`config.mk`:
```
export PLATFORM = sky130hd
export DESIGN_NAME = double_ended_queue
export DESIGN_NICKNAME = d
export VERILOG_FILES = /design/src/rtl/deq_pkg.sv /design/src/rtl/deq_ram.sv /design/src/rtl/deq_ctrl.sv /design/src/rtl/double_ended_queue.sv
export SDC_FILE = /design/constraint.sdc
export NUM_CORES = 2
export LEC_CHECK = 0
export BUFFER_PORTS_ARGS = -buffer_cell sky130_fd_sc_hd__buf_2
export CAP_MARGIN = 20
export CORE_UTILIZATION = 37
export CTS_BUF_LIST = sky130_fd_sc_hd__clkbuf_2 sky130_fd_sc_hd__clkbuf_4 sky130_fd_sc_hd__clkbuf_8
export CTS_CLUSTER_DIAMETER = 150
export DETAILED_ROUTE_END_ITERATION = 10
export GPL_ROUTABILITY_DRIVEN = 0
export PLACE_DENSITY = 0.5
export SYNTH_ARGS = -nofsm -noshare
export SYNTH_HDL_FRONTEND = slang
export SYNTH_SLANG_ARGS = --single-unit
```
`constraint.sdc`:
```
create_clock -name clk_i -period 16.7 [get_ports clk_i]
set_input_delay 0 -clock clk_i [delete_from_list [all_inputs] [get_ports clk_i]]
set_output_delay 0 -clock clk_i [all_outputs]
set_load 0.005 [all_outputs]
```
`src/rtl/deq_pkg.sv`:
```
// ----------------------------------------------------------------------------
// deq_pkg
// Shared types and codes of the double-ended queue: request and result
// payloads, the stored record, operation and status codes, control states.
// ----------------------------------------------------------------------------
`default_nettype none

package deq_pkg;

  // Default capacity in records
  localparam int unsigned DEQ_DEPTH = 16;

  // Operation codes carried in the request
  localparam logic [2:0] OP_PUSH_FRONT = 3'd0;
  localparam logic [2:0] OP_PUSH_BACK  = 3'd1;
  localparam logic [2:0] OP_POP_FRONT  = 3'd2;
  localparam logic [2:0] OP_POP_BACK   = 3'd3;
  localparam logic [2:0] OP_LIST       = 3'd4;

  // Result status codes
  localparam logic [1:0] STATUS_OK    = 2'd0;
  localparam logic [1:0] STATUS_EMPTY = 2'd1;
  localparam logic [1:0] STATUS_FULL  = 2'd2;

  typedef struct packed {
    logic        [2:0]  op;
    logic signed [31:0] number;
    logic        [63:0] text_bytes_low;
    logic        [63:0] text_bytes_mid;
    logic        [31:0] text_bytes_high;
  } deq_req_t;

  typedef struct packed {
    logic        [1:0]  status;
    logic signed [31:0] entry_number;
    logic        [63:0] entry_text_low;
    logic        [63:0] entry_text_mid;
    logic        [31:0] entry_text_high;
    logic               last;
  } deq_rsp_t;

  // One record as held in the ring store
  typedef struct packed {
    logic signed [31:0] number;
    logic        [63:0] text_low;
    logic        [63:0] text_mid;
    logic        [31:0] text_high;
  } deq_rec_t;

  typedef enum logic {
    DEQ_IDLE,
    DEQ_LIST
  } deq_state_e;

endpackage

`default_nettype wire

```
`src/rtl/deq_ram.sv`:
```
// ----------------------------------------------------------------------------
// deq_ram
// Generic single-clock RAM: one write port, one read port, registered read
// data that holds while no read is issued.
// ----------------------------------------------------------------------------
`default_nettype none

module deq_ram #(
  parameter int unsigned WIDTH = 8,
  parameter int unsigned DEPTH = 16,
  localparam int unsigned AW = (DEPTH > 1) ? $clog2(DEPTH) : 1
) (
  input  wire logic             clk_i,
  input  wire logic             we_i,
  input  wire logic [AW-1:0]    waddr_i,
  input  wire logic [WIDTH-1:0] wdata_i,
  input  wire logic             re_i,
  input  wire logic [AW-1:0]    raddr_i,
  output logic      [WIDTH-1:0] rdata_o
);

  logic [WIDTH-1:0] mem [DEPTH];
  logic [WIDTH-1:0] rdata_q;

  always_ff @(posedge clk_i) begin
    if (we_i) begin
      mem[waddr_i] <= wdata_i;
    end
    if (re_i) begin
      rdata_q <= mem[raddr_i];
    end
  end

  assign rdata_o = rdata_q;

endmodule

`default_nettype wire

```
`src/rtl/deq_ctrl.sv`:
```
// ----------------------------------------------------------------------------
// deq_ctrl
// Queue controller: front pointer and fill count, push and pop decode,
// ring store addressing and the list walk over the stored records.
// ----------------------------------------------------------------------------
`default_nettype none

module deq_ctrl import deq_pkg::*; #(
  parameter int unsigned DEPTH = DEQ_DEPTH,
  localparam int unsigned AW = (DEPTH > 1) ? $clog2(DEPTH) : 1,
  localparam int unsigned CW = $clog2(DEPTH + 1)
) (
  input  wire logic          clk_i,
  input  wire logic          rst_ni,
  input  wire logic          in_valid_i,
  input  wire deq_req_t      in_req_i,
  output logic               in_stall_o,
  input  wire logic          res_ready_i,
  output logic               res_valid_o,
  output deq_rsp_t           res_o,
  output logic               ram_we_o,
  output logic [AW-1:0]      ram_waddr_o,
  output deq_rec_t           ram_wdata_o,
  output logic               ram_re_o,
  output logic [AW-1:0]      ram_raddr_o,
  input  wire deq_rec_t      ram_rdata_i,
  output logic               busy_o,
  output logic [CW-1:0]      count_o
);

  localparam logic [AW-1:0] LAST_SLOT  = AW'(DEPTH - 1);
  localparam logic [CW-1:0] FULL_COUNT = CW'(DEPTH);
  localparam logic [AW:0]   DEPTH_W    = (AW + 1)'(DEPTH);

  deq_state_e    state_q, state_d;
  logic [AW-1:0] front_q, front_d;
  logic [CW-1:0] count_q, count_d;
  logic [AW-1:0] ptr_q, ptr_d;
  logic [CW-1:0] idx_q, idx_d;

  logic          accept;
  logic          is_full;
  logic          is_empty;
  logic [AW:0]   back_sum;
  logic [AW-1:0] back_slot;
  logic [AW-1:0] prev_front;
  logic [AW-1:0] next_front;
  logic [AW-1:0] next_ptr;
  logic          list_last;

  assign in_stall_o = (state_q != DEQ_IDLE) || !res_ready_i;
  assign accept     = in_valid_i && !in_stall_o;
  assign is_full    = (count_q == FULL_COUNT);
  assign is_empty   = (count_q == '0);

  // Back slot = (front + count) mod DEPTH; the sum stays below twice DEPTH
  assign back_sum   = (AW + 1)'(front_q) + (AW + 1)'(count_q);
  assign back_slot  = (back_sum >= DEPTH_W) ? AW'(back_sum - DEPTH_W) : AW'(back_sum);
  assign prev_front = (front_q == '0) ? LAST_SLOT : front_q - 1'b1;
  assign next_front = (front_q == LAST_SLOT) ? '0 : front_q + 1'b1;
  assign next_ptr   = (ptr_q == LAST_SLOT) ? '0 : ptr_q + 1'b1;
  assign list_last  = ((idx_q + CW'(1)) == count_q);

  always_comb begin
    state_d     = state_q;
    front_d     = front_q;
    count_d     = count_q;
    ptr_d       = ptr_q;
    idx_d       = idx_q;
    ram_we_o    = 1'b0;
    ram_waddr_o = back_slot;
    ram_wdata_o = '{number:    in_req_i.number,
                    text_low:  in_req_i.text_bytes_low,
                    text_mid:  in_req_i.text_bytes_mid,
                    text_high: in_req_i.text_bytes_high};
    ram_re_o    = 1'b0;
    ram_raddr_o = front_q;
    res_valid_o = 1'b0;
    res_o       = '0;
    res_o.last  = 1'b1;

    case (state_q)
      DEQ_IDLE: begin
        if (accept) begin
          case (in_req_i.op)
            OP_PUSH_FRONT: begin
              res_valid_o = 1'b1;
              if (is_full) begin
                res_o.status = STATUS_FULL;
              end else begin
                ram_we_o    = 1'b1;
                ram_waddr_o = prev_front;
                front_d     = prev_front;
                count_d     = count_q + 1'b1;
              end
            end
            OP_PUSH_BACK: begin
              res_valid_o = 1'b1;
              if (is_full) begin
                res_o.status = STATUS_FULL;
              end else begin
                ram_we_o = 1'b1;
                count_d  = count_q + 1'b1;
              end
            end
            OP_POP_FRONT: begin
              res_valid_o = 1'b1;
              if (is_empty) begin
                res_o.status = STATUS_EMPTY;
              end else begin
                front_d = next_front;
                count_d = count_q - 1'b1;
              end
            end
            OP_POP_BACK: begin
              res_valid_o = 1'b1;
              if (is_empty) begin
                res_o.status = STATUS_EMPTY;
              end else begin
                count_d = count_q - 1'b1;
              end
            end
            OP_LIST: begin
              if (is_empty) begin
                res_valid_o  = 1'b1;
                res_o.status = STATUS_EMPTY;
              end else begin
                // Fetch the front record; it shows on the read port next cycle
                ram_re_o = 1'b1;
                ptr_d    = next_front;
                idx_d    = '0;
                state_d  = DEQ_LIST;
              end
            end
            default: ;
          endcase
        end
      end
      DEQ_LIST: begin
        if (res_ready_i) begin
          res_valid_o           = 1'b1;
          res_o.status          = STATUS_OK;
          res_o.entry_number    = ram_rdata_i.number;
          res_o.entry_text_low  = ram_rdata_i.text_low;
          res_o.entry_text_mid  = ram_rdata_i.text_mid;
          res_o.entry_text_high = ram_rdata_i.text_high;
          res_o.last            = list_last;
          if (list_last) begin
            state_d = DEQ_IDLE;
          end else begin
            ram_re_o    = 1'b1;
            ram_raddr_o = ptr_q;
            ptr_d       = next_ptr;
            idx_d       = idx_q + 1'b1;
          end
        end
      end
      default: begin
        state_d = DEQ_IDLE;
      end
    endcase
  end

  always_ff @(posedge clk_i or negedge rst_ni) begin
    if (!rst_ni) begin
      state_q <= DEQ_IDLE;
      front_q <= '0;
      count_q <= '0;
      ptr_q   <= '0;
      idx_q   <= '0;
    end else begin
      state_q <= state_d;
      front_q <= front_d;
      count_q <= count_d;
      ptr_q   <= ptr_d;
      idx_q   <= idx_d;
    end
  end

  assign busy_o  = (state_q != DEQ_IDLE);
  assign count_o = count_q;

endmodule

`default_nettype wire

```
`src/rtl/double_ended_queue.sv`:
```
// ----------------------------------------------------------------------------
// double_ended_queue
// Bounded double-ended queue of records (signed number plus 20-byte text)
// held in a ring store, with push/pop at both ends and an ordered listing.
// ----------------------------------------------------------------------------
// Each request carries an op: push front, push back, pop front, pop back or
// list. A push or pop answers with one result (status ok, empty or full, data
// fields zero, last set); requests of this kind follow back to back as long
// as the result register drains. A push into a full queue drops the record
// and reports full; a pop from an empty queue reports empty. A list walks the
// records from front to back through the registered read port of the ring
// store: it first fetches the front record, then gives one result per cycle
// while the result register drains, and the input stays stalled until the
// record marked last has been issued. A list of an empty queue gives a single
// empty result. Unused op codes are taken and give no result. The store holds
// DEPTH records and needs no clearing after reset.
// ----------------------------------------------------------------------------
`default_nettype none

module double_ended_queue import deq_pkg::*; #(
  parameter int unsigned DEPTH = DEQ_DEPTH
) (
  input  wire logic     clk_i,
  input  wire logic     rst_ni,
  input  wire logic     in_valid_i,
  input  wire deq_req_t in_req_i,
  output logic          in_stall_o,
  output logic          out_valid_o,
  output deq_rsp_t      out_rsp_o,
  input  wire logic     out_stall_i
);

  localparam int unsigned AW = (DEPTH > 1) ? $clog2(DEPTH) : 1;
  localparam int unsigned CW = $clog2(DEPTH + 1);

  logic          res_ready;
  logic          res_valid;
  deq_rsp_t      res;
  logic          ram_we;
  logic [AW-1:0] ram_waddr;
  deq_rec_t      ram_wdata;
  logic          ram_re;
  logic [AW-1:0] ram_raddr;
  deq_rec_t      ram_rdata;
  logic          busy;
  logic [CW-1:0] count;

  logic          out_valid_q, out_valid_d;
  deq_rsp_t      out_rsp_q;

  // Controller: pointers, decode and list walk
  deq_ctrl #(
    .DEPTH (DEPTH)
  ) u_ctrl (
    .clk_i       (clk_i),
    .rst_ni      (rst_ni),
    .in_valid_i  (in_valid_i),
    .in_req_i    (in_req_i),
    .in_stall_o  (in_stall_o),
    .res_ready_i (res_ready),
    .res_valid_o (res_valid),
    .res_o       (res),
    .ram_we_o    (ram_we),
    .ram_waddr_o (ram_waddr),
    .ram_wdata_o (ram_wdata),
    .ram_re_o    (ram_re),
    .ram_raddr_o (ram_raddr),
    .ram_rdata_i (ram_rdata),
    .busy_o      (busy),
    .count_o     (count)
  );

  // Ring store of records
  deq_ram #(
    .WIDTH ($bits(deq_rec_t)),
    .DEPTH (DEPTH)
  ) u_ram (
    .clk_i   (clk_i),
    .we_i    (ram_we),
    .waddr_i (ram_waddr),
    .wdata_i (ram_wdata),
    .re_i    (ram_re),
    .raddr_i (ram_raddr),
    .rdata_o (ram_rdata)
  );

  // Result register: free when empty or being taken this cycle
  assign res_ready = !out_valid_q || !out_stall_i;

  always_comb begin
    out_valid_d = out_valid_q;
    if (res_ready) begin
      out_valid_d = res_valid;
    end
  end

  always_ff @(posedge clk_i or negedge rst_ni) begin
    if (!rst_ni) begin
      out_valid_q <= 1'b0;
    end else begin
      out_valid_q <= out_valid_d;
    end
  end

  // Load a new result only into a free register; hold it otherwise
  always_ff @(posedge clk_i) begin
    if (res_valid && res_ready) begin
      out_rsp_q <= res;
    end
  end

  assign out_valid_o = out_valid_q;
  assign out_rsp_o   = out_rsp_q;

`ifndef NO_ASSERTIONS
  // Fill count never exceeds capacity
  a_count_bound: assert property (@(posedge clk_i) disable iff (!rst_ni)
    count <= CW'(DEPTH))
    else $error("fill count above capacity");

  // No request is taken while a list walk is running
  a_stall_in_list: assert property (@(posedge clk_i) disable iff (!rst_ni)
    busy |-> in_stall_o)
    else $error("request accepted during list walk");

  // A push into a full queue leaves the fill count alone
  a_full_push_drop: assert property (@(posedge clk_i) disable iff (!rst_ni)
    (in_valid_i && !in_stall_o && count == CW'(DEPTH) &&
     (in_req_i.op == OP_PUSH_FRONT || in_req_i.op == OP_PUSH_BACK))
    |=> $stable(count))
    else $error("push into full queue changed fill count");

  // A list walk always ends with a result marked last
  a_list_end: assert property (@(posedge clk_i) disable iff (!rst_ni)
    ($past(busy) && !busy) |-> (out_valid_o && out_rsp_o.last))
    else $error("list walk ended without last result");
`endif

endmodule

`default_nettype wire
```
==> flow_summary.ini <==
[worst_setup_path]
required_ns = 17.56
critPathSlowestCell = buf_4
path_cells = nand2_4, and2_0, o311a_1, nor4_2, buf_12, buf_4, buf_4, buf_4, mux2_2, a221oi_1, a21boi_0, a211oi_1
r2r_cells = 12
crit_path_start_kind = register
cp_common_cell = buf_4
crit_type = register to register
max_stage_delay_ns = 0.83
path_delay_family = buffers and inverters
cp-end-kind = register
worst-path-buf-inv = 4
path_max_fanout = 120
arrival_ns = 7.50
cp_num_cells = 12

[synth]
yosys_warnings = 0
ys.flop_type = edfxtp_1
synth_top_area_share_pct = 76.7
synth_area_per_cell_um2 = 15.8
yosys.area.top_type = edfxtp_1
synth-async-reset-ratio_pct = 0.575
synth_cell_types = 60
synth.area.top_cells = edfxtp_1, mux2i_1, nand2_1, nand3_1, mux4_2
ys_seq_elements = 3479
synth.most_common_cell = edfxtp_1
synth_area_um2 = 135000
synthTopCellsByCount = edfxtp_1, nand2_1, nand3_1
ys_seq_area_share_pct = 77.1
synth_edf_count = 3459
synth_nets = 8785
syn_inst = 8574

[place]
dpl.hpwl_mm = 195
numPortBuffers = 395
place_ws_ns = 10.04
place_area_um2 = 143000

[run_status]
status = finished clean

[global_route]
grt_pass1_vias = 78787
grt_overflow = 0
grt_pass1_wl_mm = 566
track_usage_pct = 21.1
antenna_found_initial = 85
grt_max_degree = 165

[timing]
fin_crit_sh_pct = 39.8
slew_headroom_pct = 18.0
hold_viol = 0
worst_pin_slew_ns = 1.23
slew_viol_final = 0
period_needed_ns = 6.64
finClkSkew_ns = 0.0456
setup_violations = 0
timing.fmax_ghz = 0.151
rsz0062_at_grt = no
setup_slack_ns = 10.06
setup_tns_ns = 0

[finish]
regArea_um2 = 104000
multi_input_area_um2 = 28700
drive_above_1_share_pct = 17.0
area_delta_synth_final_pct = 16.6
nNetsFinal = 9808
final_area_um2 = 158000
nFillCells = 32675

[clock_network]
cts_made_buffers = 601
cts_resized = 0
clkSlewWorstSetupHoldPaths_ns = 0.06
cts_root_buf = clkbuf_8
ctsHoldBuffers = 400
postCtsSetupBuffers = 0
insertion_delay_ns = 1.18
clock_path_buffers = 4
cts_tree = done
htreeDepth = 6
clock_sinks = 3479

[die]
fp.dieH_um = 607
ios = 396
core-area_um2 = 363000
dieArea_um2 = 368000
die_x_um = 607
rows = 221
initial_core_util_pct = 37.3

[hold_path]
hold_depth = 5
hold_class = primary input to register

[route]
routed_wl_mm = 398
remaining_drc_errors = 0
avgViaCountPerCell = 5.32
first_pass_iters = 6
drt-initial-drc-count = 6484
ant_nets = 0
vias = 78880
avgRoutedWirePerCell_um = 26.8

[job]
cap_viol_max_count = 0

[power_and_ir_drop]
ir_drop_v = 0.000297
powerDensity_nw_per_um2 = 195
power.leakage_uw = 0.0557
layer usage:
metal  GRT usage (%)  vias up  part of all wire [%]
met1            28.2    40914                    43
li1                -    34715                     -
met5               0        -                 0.057
met4            5.89       36                   2.5
met3            3.06      692                   5.4
met2            35.9     2523                    49
layout by cell type (no fill, tap or decap), types with 14 or more instances in the layout:
master	count
nand3_1	1019
nor2_4	16
o21ai_0	34
a21oi_1	105
nand2_1	1642
a31oi_1	132
mux2_2	106
a21boi_0	52
buf_2	395
o221ai_1	18
diode_2	20
clkbuf_8	604
edfxtp_1	3459
a221oi_1	56
clkinv_1	132
o21bai_1	53
nor2_1	18
dfrtp_1	19
dlygate4sd3_1	401
and3_1	196
buf_12	23
mux4_2	105
mux2i_1	715
a211oi_1	72
inv_6	14
clkbuf_4	197
buf_4	133
clkinv_2	36
and2_1	104
report_power, final:
group | switching [uW] | leakage, uW | internal [uW]
clock network | 3530 | 0.00595 | 3910
logic | 7860 | 0.0182 | 4230
registers | 412 | 0.0316 | 10800
final cells by class:
class	instances	area share, %
Sequential cell	3479	66.1
Multi-Input combinational cell	4552	18.2
Clock buffer	801	6.20
Timing Repair Buffer	953	4.73
Tap cell	4794	3.80
Clock inverter	230	0.952
Antenna cell	20	0.0317
Inverter	10	0.0285
through the flow:
stage / util [%] / instances / total power, uW / hold slack, ns
5_1_grt: 43.5 / 14829 / 32400 / 0.152
6_report: 43.5 / 14839 / 30800 / 0.138
3_3_place_gp: 39.2 / 13386 / 23500 / 0.0122
3_5_place_dp: 39.2 / 13386 / 23600 / 0.0148
2_1_floorplan: - / 8574 / 19700 / -0.296
4_1_cts: 43.4 / 14817 / 31100 / 0.00456
final timing paths:
path	startpoint	end	slack, ns
worst min register to register	u_ctrl.idx_q[1]	u_ctrl.idx_q[1]	0.51
worst min-delay path	in_req_i[193]	u_ctrl.front_q[3]	0.14
worst max register to register	out_valid_o	u_ram.rdata_o[141]	10.06
worst max-delay path	out_valid_o	u_ram.rdata_o[141]	10.06
min in group asynchronous	rst_ni	out_valid_o	0.32
max in group asynchronous	rst_ni	u_ctrl.busy_o	15.98
sequential cells by signal (all words and copies together), names as in the netlist:
signal	count
out_rsp_o	195
u_ctrl.ptr_q	4
u_ram.mem	3072
u_ctrl.front_q	4
u_ctrl.count_o	5
u_ctrl.idx_q	5
u_ram.rdata_o	192
u_ctrl.busy_o	1
out_valid_o	1
tightest hold or removal path: cells and delay by family:
family,cells,cell delay [ns]
buf+inv,2,0.68
compound gates,2,0.29
simple gates,1,0.29
logic make-up after synthesis:
family | after synthesis | share of synthesized area, %
flip-flops | 3479 | 77.1
buffers and inverters | 543 | 1.94
multiplexers | 933 | 7.98
AO/OA/AOI/OAI | 564 | 2.84
adder cells (fa/ha/maj) | 12 | 0.122
AND/OR/NAND/NOR | 3024 | 9.93
XOR/XNOR | 19 | 0.123
Power figures use the tool's default switching activity.
